**src/cp2ds_pkg.sv**
```systemverilog
// Package with the transfer types, constants and lookup tables of the two-digit scanner.
`timescale 1ns / 1ps

package cp2ds_pkg;

  // Scan sequence lengths and the code that blanks both digits.
  localparam int unsigned ScanPhases  = 21;
  localparam int unsigned IconPhases  = 7;
  localparam int unsigned TensBase    = 7;
  localparam int unsigned UnitsBase   = 14;
  localparam logic [6:0]  BlankNumber = 7'd99;

  // Input item: the value to show and the icon enables.
  typedef struct packed {
    logic [6:0] number;
    logic [6:0] icons;
  } scan_in_t;

  // Result item: which pin pair is driven on this tick.
  typedef struct packed {
    logic       lit;
    logic [2:0] source_pin;
    logic [2:0] low_pin;
    logic [4:0] scan_phase;
  } scan_out_t;

  // Segment pattern of one digit, bit 0 is segment a; digits above 9 are blank.
  function automatic logic [6:0] digit_segments(input logic [3:0] digit);
    logic [6:0] seg;
    case (digit)
      4'd0:    seg = 7'b0111111;
      4'd1:    seg = 7'b0000110;
      4'd2:    seg = 7'b1011011;
      4'd3:    seg = 7'b1001111;
      4'd4:    seg = 7'b1100110;
      4'd5:    seg = 7'b1101101;
      4'd6:    seg = 7'b1111101;
      4'd7:    seg = 7'b0000111;
      4'd8:    seg = 7'b1111111;
      4'd9:    seg = 7'b1101111;
      default: seg = 7'b0000000;
    endcase
    return seg;
  endfunction

  // High and low pin of the LED for each phase, packed as {high, low}.
  function automatic logic [5:0] pin_pair(input logic [4:0] phase);
    logic [5:0] pair;
    case (phase)
      5'd0:    pair = {3'd1, 3'd3};
      5'd1:    pair = {3'd2, 3'd3};
      5'd2:    pair = {3'd4, 3'd3};
      5'd3:    pair = {3'd5, 3'd3};
      5'd4:    pair = {3'd5, 3'd4};
      5'd5:    pair = {3'd4, 3'd5};
      5'd6:    pair = {3'd1, 3'd6};
      5'd7:    pair = {3'd2, 3'd1};
      5'd8:    pair = {3'd3, 3'd1};
      5'd9:    pair = {3'd4, 3'd1};
      5'd10:   pair = {3'd5, 3'd1};
      5'd11:   pair = {3'd1, 3'd4};
      5'd12:   pair = {3'd2, 3'd4};
      5'd13:   pair = {3'd3, 3'd4};
      5'd14:   pair = {3'd1, 3'd2};
      5'd15:   pair = {3'd3, 3'd2};
      5'd16:   pair = {3'd4, 3'd2};
      5'd17:   pair = {3'd5, 3'd2};
      5'd18:   pair = {3'd1, 3'd5};
      5'd19:   pair = {3'd2, 3'd5};
      5'd20:   pair = {3'd3, 3'd5};
      default: pair = 6'd0;
    endcase
    return pair;
  endfunction

endpackage

```
**src/charlieplex_two_digit_scanner.sv**
```systemverilog
// Top level of the charlieplexed two-digit seven-segment scanner with seven icons.
`timescale 1ns / 1ps

// Each input transfer is one scan tick and yields exactly one result transfer that names
// the LED driven on that tick (or none) and the phase handled. The scan runs through 21
// phases: seven icons, then the seven segments of the tens digit, then those of the units
// digit; a number of 99 limits the scan to the icon phases. The digits are latched from
// the number at phase 0 only. The phase update and the table lookups sit between the
// input handshake and a single result register, and a new tick is taken in every cycle
// in which the result register is empty or being emptied.
module charlieplex_two_digit_scanner
  import cp2ds_pkg::*;
(
  input  logic      clk_i,
  input  logic      rst_ni,
  input  logic      in_valid_i,
  output logic      in_ready_o,
  input  scan_in_t  in_data_i,
  output logic      out_valid_o,
  input  logic      out_ready_i,
  output scan_out_t out_data_o
);

  logic [4:0]  phase_q, phase_d;
  logic [3:0]  tens_q, tens_d;
  logic [3:0]  units_q, units_d;
  logic        out_valid_q, out_valid_d;
  scan_out_t   out_data_q, out_data_d;

  logic        in_xfer;
  logic [4:0]  ph;
  logic [4:0]  ph_next;
  logic [13:0] div_prod;
  logic [3:0]  div_tens;
  logic [6:0]  tens_times_ten;
  logic [3:0]  div_units;
  logic [6:0]  seg_tens, seg_units;
  logic [2:0]  seg_idx;
  logic        on;
  logic [5:0]  pair;

  // The result register frees up when it is empty or its transfer completes.
  assign in_ready_o = !out_valid_q || out_ready_i;
  assign in_xfer    = in_valid_i && in_ready_o;

  // Split the number into digits: multiply by 103/1024 is exact below 179.
  assign div_prod       = {7'd0, in_data_i.number} * 14'd103;
  assign div_tens       = div_prod[13:10];
  assign tens_times_ten = {div_tens, 3'b000} + {2'b00, div_tens, 1'b0};
  assign div_units      = 4'(in_data_i.number - tens_times_ten);

  // Current phase, the digits it shows and whether its LED is on.
  always_comb begin
    ph = (phase_q >= 5'(ScanPhases)) ? 5'd0 : phase_q;

    tens_d  = tens_q;
    units_d = units_q;
    if (in_xfer && ph == 5'd0) begin
      tens_d  = div_tens;
      units_d = div_units;
    end

    seg_tens  = digit_segments(tens_q);
    seg_units = digit_segments(units_q);
    seg_idx   = 3'd0;
    if (ph < 5'(IconPhases)) begin
      seg_idx = ph[2:0];
      on      = in_data_i.icons[seg_idx];
    end else if (ph < 5'(UnitsBase)) begin
      seg_idx = 3'(ph - 5'(TensBase));
      on      = seg_tens[seg_idx];
    end else begin
      seg_idx = 3'(ph - 5'(UnitsBase));
      on      = seg_units[seg_idx];
    end

    pair = pin_pair(ph);
    out_data_d.lit        = on;
    out_data_d.source_pin = on ? pair[5:3] : 3'd0;
    out_data_d.low_pin    = on ? pair[2:0] : 3'd0;
    out_data_d.scan_phase = ph;
  end

  // Phase advance, with the short icon-only loop when the digits are blanked.
  always_comb begin
    ph_next = ph + 5'd1;
    if (in_data_i.number == BlankNumber && ph_next >= 5'(IconPhases)) begin
      ph_next = 5'd0;
    end
    if (ph_next >= 5'(ScanPhases)) begin
      ph_next = 5'd0;
    end
    phase_d = in_xfer ? ph_next : phase_q;
  end

  // Result valid follows the input and output transfers.
  always_comb begin
    out_valid_d = out_valid_q;
    if (in_xfer) begin
      out_valid_d = 1'b1;
    end else if (out_ready_i) begin
      out_valid_d = 1'b0;
    end
  end

  // Scan state and result valid.
  always_ff @(posedge clk_i or negedge rst_ni) begin
    if (!rst_ni) begin
      phase_q     <= 5'd0;
      tens_q      <= 4'd0;
      units_q     <= 4'd0;
      out_valid_q <= 1'b0;
    end else begin
      phase_q     <= phase_d;
      tens_q      <= tens_d;
      units_q     <= units_d;
      out_valid_q <= out_valid_d;
    end
  end

  // Result payload is loaded with each accepted tick.
  always_ff @(posedge clk_i) begin
    if (in_xfer) begin
      out_data_q <= out_data_d;
    end
  end

  assign out_valid_o = out_valid_q;
  assign out_data_o  = out_data_q;

endmodule
```
**config.mk**
```make
export PLATFORM = sky130hd
export DESIGN_NAME = charlieplex_two_digit_scanner
export DESIGN_NICKNAME = d
export VERILOG_FILES = /design/src/cp2ds_pkg.sv /design/src/charlieplex_two_digit_scanner.sv
export SDC_FILE = /design/constraint.sdc
export NUM_CORES = 1
export LEC_CHECK = 0
export ABC_CLOCK_PERIOD_IN_PS = 7060
export BUFFER_PORTS_ARGS = -buffer_cell sky130_fd_sc_hd__buf_4
export CAP_MARGIN = 20
export CORE_UTILIZATION = 45
export CTS_BUF_LIST = sky130_fd_sc_hd__clkbuf_4
export CTS_CLUSTER_SIZE = 24
export DETAILED_ROUTE_END_ITERATION = 8
export HOLD_SLACK_MARGIN = 0.15
export SLEW_MARGIN = 20
export SYNTH_ARGS = -nofsm -noshare
export SYNTH_HDL_FRONTEND = slang
export SYNTH_SLANG_ARGS = --single-unit
```
**constraint.sdc**
```tcl
create_clock -name clk_i -period 7.06 [get_ports clk_i]
set_input_delay 1.412 -clock clk_i [delete_from_list [all_inputs] [get_ports clk_i]]
set_output_delay 1.412 -clock clk_i [all_outputs]
set_load 0.02 [all_outputs]
```
# After elaboration in Yosys (flattened, before gate mapping)
# Memory sizes are Yosys's and may differ from the RTL's. A register that Yosys moved wholly into a read port is not among the register bits.
# Cells that the tools add are included.
# word_totals
register_bits	20
latchBits	0
ramBits	0
rom_bits	416
memories	3
# mem_list
memory	depth	word_bits	rd	rd_ports_with_merged_regs	wr	line	rtl
(name not given)	32	6	1	1	0	cp2ds_pkg.sv:49	case (phase)
(name not given)	16	7	1	0	0	cp2ds_pkg.sv:30	case (digit)
(name not given)	16	7	1	0	0	cp2ds_pkg.sv:30	
# classes
n_addsub	5
multipliers	1
div_mod_pow	0
magnitude_cmp	8
n_eq_ne	1
shifts	0
muxes	13
bitwise_logic	0
n_reduce_logical	8
# ops
cell	count
2-to-1 mux 5 bit	3
multiplier 7 x 7 -> 14 bit, second input constant	1
< comparator 3 x 4 -> 1 bit, second input constant	3
greater-or-equal comparator 5 bit, second input constant	2
binary-select mux 1 bit (select 3 bit)	3
== test 7 bit, second input constant	1
2-to-1 mux 1 bit	7
subtractor 3 bit, second input constant	2
adder 5 x 1 -> 5 bit, second input constant	1
greater-or-equal comparator 5 x 3 -> 1 bit, second input constant	1
logical NOT 5 bit	1
< comparator 5 x 3 -> 1 bit, second input constant	1
< comparator 5 x 4 -> 1 bit, second input constant	1
adder 4 bit	1
subtractor 4 bit	1
logical AND 1 bit	3
logical NOT 1 bit	2
nonzero test 2 bit	1
logical OR 1 bit	1

# Logic depth before layout (Yosys ltp)
# depth
ltp_word	8
ltp_mapped	20

# Worst setup path before layout
# OpenSTA, ideal clock, no wires.
# synth_timing
path_type	input to register
startpoint	input in_data_i[7] in the netlist's numbering
endpoint	register units_q[3]
setup_time_ns	0.135
arrival_ns	5.179
t_required_ns	6.925
slack_ns	1.746
path_stages	20
path_buffers	0
path_cell_list	inv_1 -> ha_1 -> inv_1 -> ha_1 -> inv_1 -> fa_1 -> fa_1 -> inv_1 -> ha_1 -> a41oi_1 -> o21ai_0 -> or2_2 -> a31oi_1 -> xnor2_1 -> ha_1 -> nand2_1 -> o21ai_0 -> xnor2_1 -> xnor2_1 -> a21oi_1
# synth_between
elab_chain_cells	3
# synth_rtl
element	line	rtl
start: declaration	charlieplex_two_digit_scanner.sv:18	input scan_in_t in_data_i,
multiplier 7 x 7 -> 14 bit	charlieplex_two_digit_scanner.sv:47	assign div_prod = {7'd0, in_data_i.number} * 14'd103;
named net div_prod[11]	charlieplex_two_digit_scanner.sv:33	logic [13:0] div_prod;
adder 4 bit	charlieplex_two_digit_scanner.sv:49	assign tens_times_ten = {div_tens, 3'b000} + {2'b00, div_tens, 1'b0};
subtractor 4 bit	charlieplex_two_digit_scanner.sv:50	assign div_units = 4'(in_data_i.number - tens_times_ten);
end signal: assignment	charlieplex_two_digit_scanner.sv:116	units_q <= units_d;
end: declaration	charlieplex_two_digit_scanner.sv:26	logic [3:0] units_q, units_d;
# The timed path passes the listed nets, and every way through them passes these cells.
# A chain may end at the register's enable or synchronous reset.

# Worst setup path after layout
# layout_timing
startpoint	input in_data_i[8] in the netlist's numbering
endpoint	register units_q[3]
# The elaborated chain is that of the path after synthesis.

==> impl_metrics.xml <==
<?xml version="1.0" encoding="UTF-8"?>
<metrics>
  <group name="placed_design">
    <metric name="gp_congestion" unit="">0.836</metric>
    <metric name="pre_cts_slack" unit="ns">1.39</metric>
    <metric name="place.detailed.hpwl" unit="µm">5740</metric>
    <metric name="port_buffers" unit="">31</metric>
    <metric name="dp_cells" unit="">442</metric>
  </group>
  <group name="synthesis">
    <metric name="synth-edff-count" unit="">12</metric>
    <metric name="async_flop_share" unit="%">53.8</metric>
    <metric name="ys.flop_type" unit="">dfrtp_1</metric>
    <metric name="synth.avg_cell_area" unit="µm²">8.99</metric>
    <metric name="ys_seq_area_share" unit="%">23.3</metric>
    <metric name="syn-instance-count" unit="">340</metric>
    <metric name="synth_cell_types" unit="">58</metric>
    <metric name="syn_area" unit="µm²">3060</metric>
    <metric name="yosys_warnings" unit="">0</metric>
    <metric name="synth_nets" unit="">431</metric>
    <metric name="postSynthRegisterBits" unit="">26</metric>
  </group>
  <group name="power_and_ir_drop">
    <metric name="totalPowerFinal" unit="W">0.00120</metric>
    <metric name="power_per_cell_area" unit="nW/µm²">353</metric>
    <metric name="vdd_drop_max" unit="µV">177</metric>
    <metric name="power.static_leakage" unit="nW">1.70</metric>
  </group>
  <group name="floorplan">
    <metric name="start_util" unit="%">47.3</metric>
    <metric name="fp.dieArea" unit="µm²">7120</metric>
    <metric name="design.portCount" unit="">32</metric>
    <metric name="num_rows" unit="">29</metric>
    <metric name="die-width" unit="µm">84.4</metric>
    <metric name="chipHeight" unit="µm">84.4</metric>
    <metric name="core_region_area" unit="µm²">6460</metric>
  </group>
  <group name="global_route">
    <metric name="grt-ovfl-total" unit="">0</metric>
    <metric name="grt_antenna_before_repair" unit="">0</metric>
    <metric name="first_pass_grt_wire_length" unit="µm">12300</metric>
    <metric name="grt_pass1_vias" unit="">2527</metric>
    <metric name="grt.total_usage" unit="%">21.5</metric>
    <metric name="largest_net_degree_at_the_start_of_global_routing" unit="">16</metric>
  </group>
  <group name="outcome">
    <metric name="status" unit="">finished with violations</metric>
    <metric name="failed_checks" unit="">DRC</metric>
  </group>
  <group name="sta">
    <metric name="timing.final.crit_period" unit="ns">5.29</metric>
    <metric name="timing.final.crit_share" unit="%">74.9</metric>
    <metric name="worst_slack" unit="ns">1.77</metric>
    <metric name="timing.final.hold_violations" unit="">0</metric>
    <metric name="slew_headroom" unit="%">55.6</metric>
    <metric name="finalMaxSlewViolations" unit="">0</metric>
    <metric name="fmaxAchievable" unit="GHz">0.189</metric>
    <metric name="clock-skew-final" unit="ns">0.0113</metric>
    <metric name="tns" unit="ns">0</metric>
    <metric name="worst-slew-pin-transition" unit="ns">0.663</metric>
    <metric name="setup_repair_after_global_routing_missed_its_margin" unit="">false</metric>
    <metric name="setup-violations-final" unit="">0</metric>
  </group>
  <group name="clock_network">
    <metric name="worstSkewPairLatency" unit="ns">0.34</metric>
    <metric name="cts-hold-fix-buffers" unit="">0</metric>
    <metric name="cts.sink_count" unit="">26</metric>
    <metric name="clock_tree_from_tritoncts" unit="">done</metric>
    <metric name="post_cts.resized_instances" unit="">0</metric>
    <metric name="cts_made_buffers" unit="">3</metric>
    <metric name="clk_root_buffer_cell" unit="">clkbuf_4</metric>
    <metric name="h-tree-depth" unit="">1</metric>
    <metric name="post_cts_buffers" unit="">0</metric>
    <metric name="clk_pin_slew" unit="ns">0.16</metric>
    <metric name="clockBufferDepth" unit="">2</metric>
  </group>
  <group name="cells_and_area">
    <metric name="most-common-layout-cells" unit="">ha_1, inv_1, buf_4</metric>
    <metric name="fin_cells" unit="">446</metric>
    <metric name="final_layout_size_suffix_gt1_share" unit="%">13.3</metric>
    <metric name="insertedDiodeCount" unit="">0</metric>
    <metric name="utilization" unit="%">52.8</metric>
    <metric name="fin_nets" unit="">461</metric>
    <metric name="fillerInstances" unit="">617</metric>
    <metric name="areaGrowthSynthToFinish" unit="%">11.5</metric>
    <metric name="layout.cells.most_common" unit="">ha_1</metric>
  </group>
  <group name="route">
    <metric name="drc" unit="">3</metric>
    <metric name="detail_route.wirelength.met1" unit="µm">3650</metric>
    <metric name="met3_length" unit="µm">285</metric>
    <metric name="post_drt_wl_per_cell" unit="µm">15.9</metric>
    <metric name="vias" unit="">2537</metric>
    <metric name="detail_route.first_pass.iterations" unit="">8</metric>
    <metric name="met2_wirelength" unit="µm">3110</metric>
    <metric name="detailedRoute.firstIterationViolations" unit="">101</metric>
    <metric name="final_antenna_net_count" unit="">0</metric>
    <metric name="highest-signal-layer" unit="">met4</metric>
    <metric name="routed_wl" unit="µm">7080</metric>
    <metric name="drt-vias-per-instance" unit="">5.69</metric>
  </group>
  <group name="critical_path">
    <metric name="crit_path_start_kind" unit="">input pin</metric>
    <metric name="endpoint_kind" unit="">register</metric>
    <metric name="worst_ep_required_time" unit="ns">7.31</metric>
    <metric name="r2r_setup_slack" unit="ns">3.08</metric>
    <metric name="worst-path-max-fanout" unit="">4</metric>
    <metric name="crit_type" unit="">input pin to register</metric>
    <metric name="worstPathArrival" unit="ns">5.54</metric>
  </group>
  <group name="hold_path">
    <metric name="hp-class" unit="">register to register</metric>
  </group>
  <group name="run">
    <metric name="cap_viol_max_count" unit="">0</metric>
  </group>
</metrics>
==> layout make-up <==
type,instances,area [µm²],area share [%]
clock buffer,3,22.5,0.661
timing repair buffer,32,240,7.05
sequential,26,711,20.9
tap,77,96.3,2.83
clock inverter,1,30.0,0.881
inverter,48,183,5.36
multi-input combinational,259,2130,62.4
==> sequential cells by signal, indices dropped and copies added (netlist names) <==
name / cells
out_data_o: 12
units_q: 4
phase_q: 5
out_valid_o: 1
tens_q: 4
==> cell usage after synthesis (5+ instances only) <==
| master | n | area (µm²) |
|---|---|---|
| inv_1 | 45 | 169 |
| o21ai_0 | 21 | 105 |
| a21oi_1 | 25 | 125 |
| fa_1 | 8 | 160 |
| nor2_1 | 17 | 63.8 |
| nand2_1 | 30 | 113 |
| dfrtp_1 | 14 | 350 |
| xnor2_1 | 8 | 70.1 |
| a31oi_1 | 5 | 31.3 |
| nor3_1 | 7 | 35.0 |
| edfxtp_1 | 12 | 360 |
| mux2i_1 | 6 | 60.1 |
| ha_1 | 65 | 813 |
==> cell families after synthesis <==
family | count (synthesis) | synth area share (%)
buf+inv | 55 | 7.17
fa+ha+maj | 73 | 31.9
compound gates | 88 | 18.8
simple gates | 79 | 12.6
flops | 26 | 23.3
mux | 9 | 3.44
xor+xnor | 10 | 2.87
==> final timing paths <==
kind                         startpoint  cells after the start             to
setup reg to reg             phase_q[2]                     10  out_data_o[9]
max in group asynchronous        rst_ni                      1     phase_q[4]
setup / recovery           in_data_i[8]                     20     units_q[3]
hold reg to reg             out_valid_o                      2    out_valid_o
min in group asynchronous        rst_ni                      1      tens_q[0]
hold / removal              out_valid_o                      2    out_valid_o
==> power breakdown <==
part / total, W / switching, W / internal (W)
registers: 0.000293 / 0.0000667 / 0.000226
clock network: 0.000107 / 0.0000498 / 0.0000575
logic: 0.000802 / 0.000470 / 0.000332
total: 0.00120 / 0.000587 / 0.000616
==> metrics by stage <==
step | hold WS, ns | instance area [µm²]
global route | 0.617 | 3410
floorplan | 0.542 | 3060
global placement | 0.534 | 3360
detailed placement | 0.551 | 3360
finish | 0.569 | 3410
CTS | 0.586 | 3410
==> routing by layer <==
layer	vias to the layer above	GRT usage, %
li1	1261	-
met3	2	3.24
met1	1219	31.7
met5	-	0
met4	0	3.85
met2	55	33.6
==> worst max-delay path: stages <==
cell and delay, ns:
buf_4 0.13, ha_1 0.30, inv_1 0.08, ha_1 0.30, inv_1 0.08, fa_1 0.44, fa_1 0.51, inv_1 0.04
ha_1 0.30, a41oi_1 0.20, o21ai_0 0.17, or2_2 0.34, a31oi_1 0.21, xnor2_1 0.16, ha_1 0.28, nand2_1 0.07
o21ai_0 0.10, xnor2_1 0.19, xnor2_1 0.14, a21oi_1 0.08
(Power assumes the default switching activity.)
